`config.mk`:
```
export PLATFORM = sky130hd
export DESIGN_NAME = pidd_hash
export DESIGN_NICKNAME = d
export VERILOG_FILES = /design/src/design/pidd_pkg.sv /design/src/design/pidd_hash.sv
export SDC_FILE = /design/constraint.sdc
export NUM_CORES = 2
export LEC_CHECK = 0
export BUFFER_PORTS_ARGS = -buffer_cell sky130_fd_sc_hd__buf_2
export CAP_MARGIN = 30
export CORE_UTILIZATION = 43
export DETAILED_ROUTE_END_ITERATION = 8
export HOLD_SLACK_MARGIN = 0.15
export PLACE_DENSITY_LB_ADDON = 0.15
export SETUP_SLACK_MARGIN = 0.15
export SYNTH_ARGS = -nofsm -noshare
export SYNTH_HDL_FRONTEND = slang
export SYNTH_SLANG_ARGS = --single-unit
```
`constraint.sdc`:
```
create_clock -name clk -period 12.2 [get_ports clk]
set_input_delay 0.61 -clock clk [delete_from_list [all_inputs] [get_ports clk]]
set_output_delay 0.61 -clock clk [all_outputs]
set_load 0.02 [all_outputs]
```
`src/design/pidd_pkg.sv`:
```
// ----------------------------------------------------------------------------
// pidd_pkg
// Shared types and constants of the pixel id-pair deduplicator.
// ----------------------------------------------------------------------------
package pidd_pkg;

	// Multiplier of the key hash, split into 32-bit halves.
	localparam logic [31:0] HASH_MUL_LO = 32'hED55_8CCD;
	localparam logic [31:0] HASH_MUL_HI = 32'hFF51_AFD7;

	// Primitive id that marks a background pixel.
	localparam logic signed [31:0] BG_PRIM = -32'sd1;

	localparam int KEY_W    = 64;
	localparam int INDEX_W  = 10;
	localparam int COUNT_W  = 11;
	localparam int EPOCH_W  = 8;

	typedef logic [KEY_W-1:0]   key_t;
	typedef logic [INDEX_W-1:0] index_t;
	typedef logic [COUNT_W-1:0] count_t;
	typedef logic [EPOCH_W-1:0] epoch_t;

	// One table slot. A slot is occupied when its tag equals the current epoch.
	typedef struct packed {
		key_t   key;
		index_t idx;
		epoch_t tag;
	} slot_entry_t;

	typedef struct packed {
		logic   frame;
		logic   lookup;
		key_t   key;
		count_t limit;
	} tbl_req_t;

	typedef struct packed {
		logic   done;
		index_t index;
		logic   added;
	} tbl_rsp_t;

	typedef struct packed {
		logic sweeping;
		logic overflow;
	} tbl_status_t;

endpackage

```
`src/design/pidd_hash.sv`:
```
// ----------------------------------------------------------------------------
// pidd_hash
// Home slot of a key: shift-xor, a 64-bit multiply by a constant built from
// three 32-bit partial products on one shared multiplier, shift-xor, then the
// low 32 bits reduced modulo the table size. For a table size that is not a
// power of two the reduction uses a reciprocal multiply on the same multiplier
// and one final compare and subtract.
// ----------------------------------------------------------------------------
module pidd_hash #(
	parameter int TABLE_SLOTS = 2048,
	localparam int SW = $clog2(TABLE_SLOTS)
) (
	input  logic                clk,
	input  logic                arst_n,
	input  logic                start,
	input  pidd_pkg::key_t      key,
	output logic                done,
	output logic [SW-1:0]       slot
);

	localparam logic          POW2    = (TABLE_SLOTS & (TABLE_SLOTS - 1)) == 0;
	localparam logic [SW:0]   MODULUS = (SW+1)'(TABLE_SLOTS);
	// Floor of 2^32 over the table size. The quotient it gives is at most one
	// short, so the remainder left over is below twice the table size.
	localparam logic [31:0]   RECIP   = 32'(64'h1_0000_0000 / 64'(TABLE_SLOTS));
	localparam logic [31:0]   SLOTS32 = 32'(TABLE_SLOTS);

	localparam logic [2:0] H_IDLE = 3'd0;
	localparam logic [2:0] H_MUL0 = 3'd1;
	localparam logic [2:0] H_MUL1 = 3'd2;
	localparam logic [2:0] H_MUL2 = 3'd3;
	localparam logic [2:0] H_FOLD = 3'd4;
	localparam logic [2:0] H_QUOT = 3'd5;
	localparam logic [2:0] H_PROD = 3'd6;
	localparam logic [2:0] H_FIX  = 3'd7;

	logic [2:0]  state_q;
	logic        done_q;
	logic [63:0] a_q;
	logic [63:0] p_q;
	logic [31:0] h_q;
	logic [31:0] q_q;
	logic [SW:0] rem_q;
	logic [SW-1:0] slot_q;

	logic [31:0] op_a;
	logic [31:0] op_b;
	logic [63:0] prod;
	logic [31:0] h32;

	always_comb begin
		unique case (state_q)
			H_MUL1: begin
				op_a = a_q[63:32];
				op_b = pidd_pkg::HASH_MUL_LO;
			end
			H_MUL2: begin
				op_a = a_q[31:0];
				op_b = pidd_pkg::HASH_MUL_HI;
			end
			H_QUOT: begin
				op_a = h_q;
				op_b = RECIP;
			end
			H_PROD: begin
				op_a = q_q;
				op_b = SLOTS32;
			end
			default: begin
				op_a = a_q[31:0];
				op_b = pidd_pkg::HASH_MUL_LO;
			end
		endcase
	end

	assign prod = op_a * op_b;

	// Only the low word of the final shift-xor is needed.
	assign h32 = p_q[31:0] ^ {1'b0, p_q[63:33]};

	always_ff @(posedge clk or negedge arst_n) begin
		if (!arst_n) begin
			state_q <= H_IDLE;
			done_q  <= 1'b0;
		end else begin
			done_q <= 1'b0;
			unique case (state_q)
				H_IDLE: begin
					if (start) begin
						state_q <= H_MUL0;
					end
				end
				H_MUL0: state_q <= H_MUL1;
				H_MUL1: state_q <= H_MUL2;
				H_MUL2: state_q <= H_FOLD;
				H_FOLD: begin
					if (POW2) begin
						done_q  <= 1'b1;
						state_q <= H_IDLE;
					end else begin
						state_q <= H_QUOT;
					end
				end
				H_QUOT: state_q <= H_PROD;
				H_PROD: state_q <= H_FIX;
				H_FIX: begin
					done_q  <= 1'b1;
					state_q <= H_IDLE;
				end
				default: state_q <= H_IDLE;
			endcase
		end
	end

	always_ff @(posedge clk) begin
		unique case (state_q)
			H_IDLE: begin
				if (start) begin
					a_q <= key ^ (key >> 33);
				end
			end
			H_MUL0: p_q <= prod;
			H_MUL1: p_q[63:32] <= p_q[63:32] + prod[31:0];
			H_MUL2: p_q[63:32] <= p_q[63:32] + prod[31:0];
			H_FOLD: begin
				h_q <= h32;
				if (POW2) begin
					slot_q <= h32[SW-1:0];
				end
			end
			H_QUOT: q_q <= prod[63:32];
			// The low word of the product is enough: the remainder is small.
			H_PROD: rem_q <= (SW+1)'(h_q - prod[31:0]);
			H_FIX: begin
				slot_q <= (rem_q >= MODULUS) ? SW'(rem_q - MODULUS) : rem_q[SW-1:0];
			end
			default: begin
			end
		endcase
	end

	assign done = done_q;
	assign slot = slot_q;

endmodule

```
==> impl_results.md <==
- Status: finished clean
- Die width: about 290 um
- Critical Path RT: around 12 ns
- # rows: 106
- Slew Limit Fails: 0
- DRT Pass-1 Iters: 6
- Cell mode on critical path: inv_1
- Worst skew pair latency: ~0.52 ns
- Area growth from synthesis to layout: 7.318%
- WL final: between 100000 and 150000 um
- Reg-to-Reg Start: state_q[1]
- Max-Cap Viols: 0
- Synth Instances: 3477
- Mean Syn Cell Area: roughly 11 um^2
- Final setup viols: 0
- H-tree levels: 1
- DR WL/cell: 24.03 um
- Antenna violations before repair: 2
- Crit path DAT: approximately 12 ns
- Reg clk slew, reported paths: around 0.08 ns
- Reg2reg end: p_q[62]
- Simple-gate area share of the yosys netlist: 6.693%
- Slowest cell on crit path: inv_1
- Primary FF master, synth: edfxtp_1
- Netlist Area Pre-Place: 0.03681 mm^2
- Global-route wire length before repair: around 170000 um
- Initial DRC count: 1958
- Total global routing overflow: 0
- Root buf cell: clkbuf_16
- CTS tree: yes
- WHS Endpoint: a_q[31]
- Flop2flop setup slack: slightly below 0.9 ns
- Nets: 4732
- R2R depth: 38
- DRC: 0
- Ports: a little under 80
- RSZ-0062 raised after global routing: no
- Register bit count reported by yosys: roughly 220
- CP peak stage delay: ~0.6 ns
- Syn_nets: between 4000 and 5000
- Vias in the first global route: between 20000 and 30000
- Worst Hold Path Cells: 1
- Fin util: 46.91%
- Worst-Margin Slew: ~0.94 ns
- Post-CTS Hold Fix Bufs: 1
- Final Hold Vio Count: 0
- Proportion of layout cells with a drive suffix above 1: roughly 8%
- Die area: 0.08678 mm^2
- Clock Sinks: ~220
- Setup crit end kind: register
- Commonest cells after routing, fill and taps aside: inv_1, fa_1, ha_1
- Vias: ~25000
- FMAX: between 0.08 and 0.09 GHz
- CP startpoint: state_q[1]
- Clock Path Buffers: 3
- Tmin final: roughly 11 ns
- Setup Total Neg Slack: 0 ns
- Setup Buffers After CTS: 0
- Post-synthesis sequential area ratio: between 10% and 20%
- Synth Area in Compound Gates: around 9%
- Placed Cells: between 4000 and 5000
- Post-synthesis xor/xnor area fraction: under 10%
- Gr usage total: between 20% and 30%
- Largest net degree at the start of global routing: 65
- Hold Startpoint: key[31]
- Vias per cell: ~5.2
- Initial Util: around 44%
- Min-Delay Path Class: primary input to register
- Gp weighted congestion: between 0.9 and 1
- Post-CTS sizing: 0
- Number of synthesized flops with an enable pin: approximately 210
- Layout Cells excl Fill: 4701
- Worst Path Max Fanout: 12
- Asr flop ratio synth: about 1.8%
- Port bufs: 78
- Synth cell types: 86
- Placeable Area: roughly 0.084 mm^2
- Post-Synth Adder-Cell Area: between 50% and 60%
- Fin crit share: just over 90%
- Final Skew: ~0.020 ns
- Multiplexer area fraction after synthesis: approximately 1.4%
- Main combinational cell family by area after synthesis: adder cells
- Worst Path Class, Setup: register to register
- CTS Buf Count: 20
- Routed Antenna Nets: 0
- Post-DP HPWL: between 90000 and 100000 um
- Max transition margin: a little under two fifths
- Ys Warns: 0
- CP startpoint kind: register
- Most common cell after layout, fill and taps aside: inv_1
- Die Span Y: between 200 and 300 um
-- routing by layer --
layer / vias to the layer above / global-route usage (%) / part of all wire, %
li1: 11210 / - / -
met5: - / 0 / 0
met2: 666 / 43.04 / 47
met1: 12660 / 38.63 / 45
met3: 138 / 2.089 / 3.9
met4: 0 / 9.680 / 4.3
-- per-stage QoR --
step | setup WS (ns) | cell area [um^2] | hold WS [ns]
finish | 0.8749 | 39500 | 0.2728
global route | 0.1996 | 39500 | 0.2468
CTS | 0.9311 | 39500 | 0.2475
detailed placement | 0.9691 | 38830 | 0.4045
global placement | 1.019 | 38770 | 0.4159
floorplan | 1.914 | 36810 | 0.3144
-- how the worst max path moves through the flow --
| stage | end | slack [ns] | depth (start not counted) |
|---|---|---|---|
| after floorplan | p_q[61] | 1.91 | 41 |
| after global placement | p_q[62] | 1.02 | 38 |
| after detailed placement | p_q[62] | 0.97 | 38 |
| after CTS | p_q[62] | 0.93 | 38 |
| after global routing | p_q[62] | 0.20 | 38 |
| final | p_q[62] | 0.87 | 38 |
-- synthesized netlist by cell type, types with 7 or more instances --
master / count / area (um^2)
a211oi_1: 8 / 60.06
a21o_1: 67 / 503.0
a21oi_1: 186 / 930.9
a221oi_1: 7 / 61.31
a22o_1: 16 / 140.1
a31oi_1: 11 / 68.82
and2_1: 17 / 106.4
and3_1: 18 / 112.6
and4_1: 7 / 61.31
buf_1: 7 / 26.28
buf_2: 13 / 65.06
clkbuf_1: 68 / 255.2
edfxtp_1: 214 / 6426
fa_1: 689 / 13790
ha_1: 424 / 5305
inv_1: 833 / 3127
mux2_2: 42 / 473.0
nand2_1: 142 / 533.0
nand2b_1: 21 / 131.4
nand3_1: 15 / 75.07
nand4_1: 25 / 156.4
nor2_1: 195 / 732.0
nor2b_1: 12 / 75.07
nor3_1: 16 / 80.08
o211ai_1: 7 / 52.55
o21a_1: 14 / 105.1
o21ai_0: 67 / 335.3
o21ai_1: 7 / 35.03
o21bai_1: 17 / 127.6
o31ai_1: 9 / 67.56
or2_2: 27 / 168.9
xnor2_1: 71 / 621.9
xor2_1: 93 / 814.5
-- cell type report --
type / count / area (um^2)
multi-input combinational: 2337 / 26850
timing repair buffer: 142 / 915.9
sequential: 218 / 6528
inverter: 833 / 3127
fill: 8063 / 44720
clock inverter: 9 / 81.33
clock buffer: 27 / 578.1
tap: 1134 / 1419
antenna: 1 / 2.502
-- sequential cells by signal (all words and copies together) (netlist names) --
signal	flops
a_q	64
done	1
h_q	32
p_q	64
q_q	32
rem_q	11
slot	11
state_q	3
-- kinds of logic after synthesis --
kind of cell	after synthesis
and+or+nand+nor	522
buffers and inverters	922
xor gates and xnor gates	164
muxes	46
AOI/OAI and AO/OA	489
adders and majority gates	1116
DFF	218
-- worst max-delay path, delay by kind of cell, from the launching register on --
| kind | cells | cell delay (ns) |
|---|---|---|
| buffers and inverters | 8 | 1.28 |
| AO/OA/AOI/OAI | 9 | 2.18 |
| multiplexers | 1 | 0.27 |
| XOR/XNOR | 2 | 0.61 |
| AND/OR/NAND/NOR | 7 | 1.75 |
| flip-flops | 1 | 0.42 |
| adder cells (fa/ha/maj) | 11 | 4.57 |
Power is not shown: default switching activity piles up to over one toggle a cycle in this logic, so the estimate is an artifact.
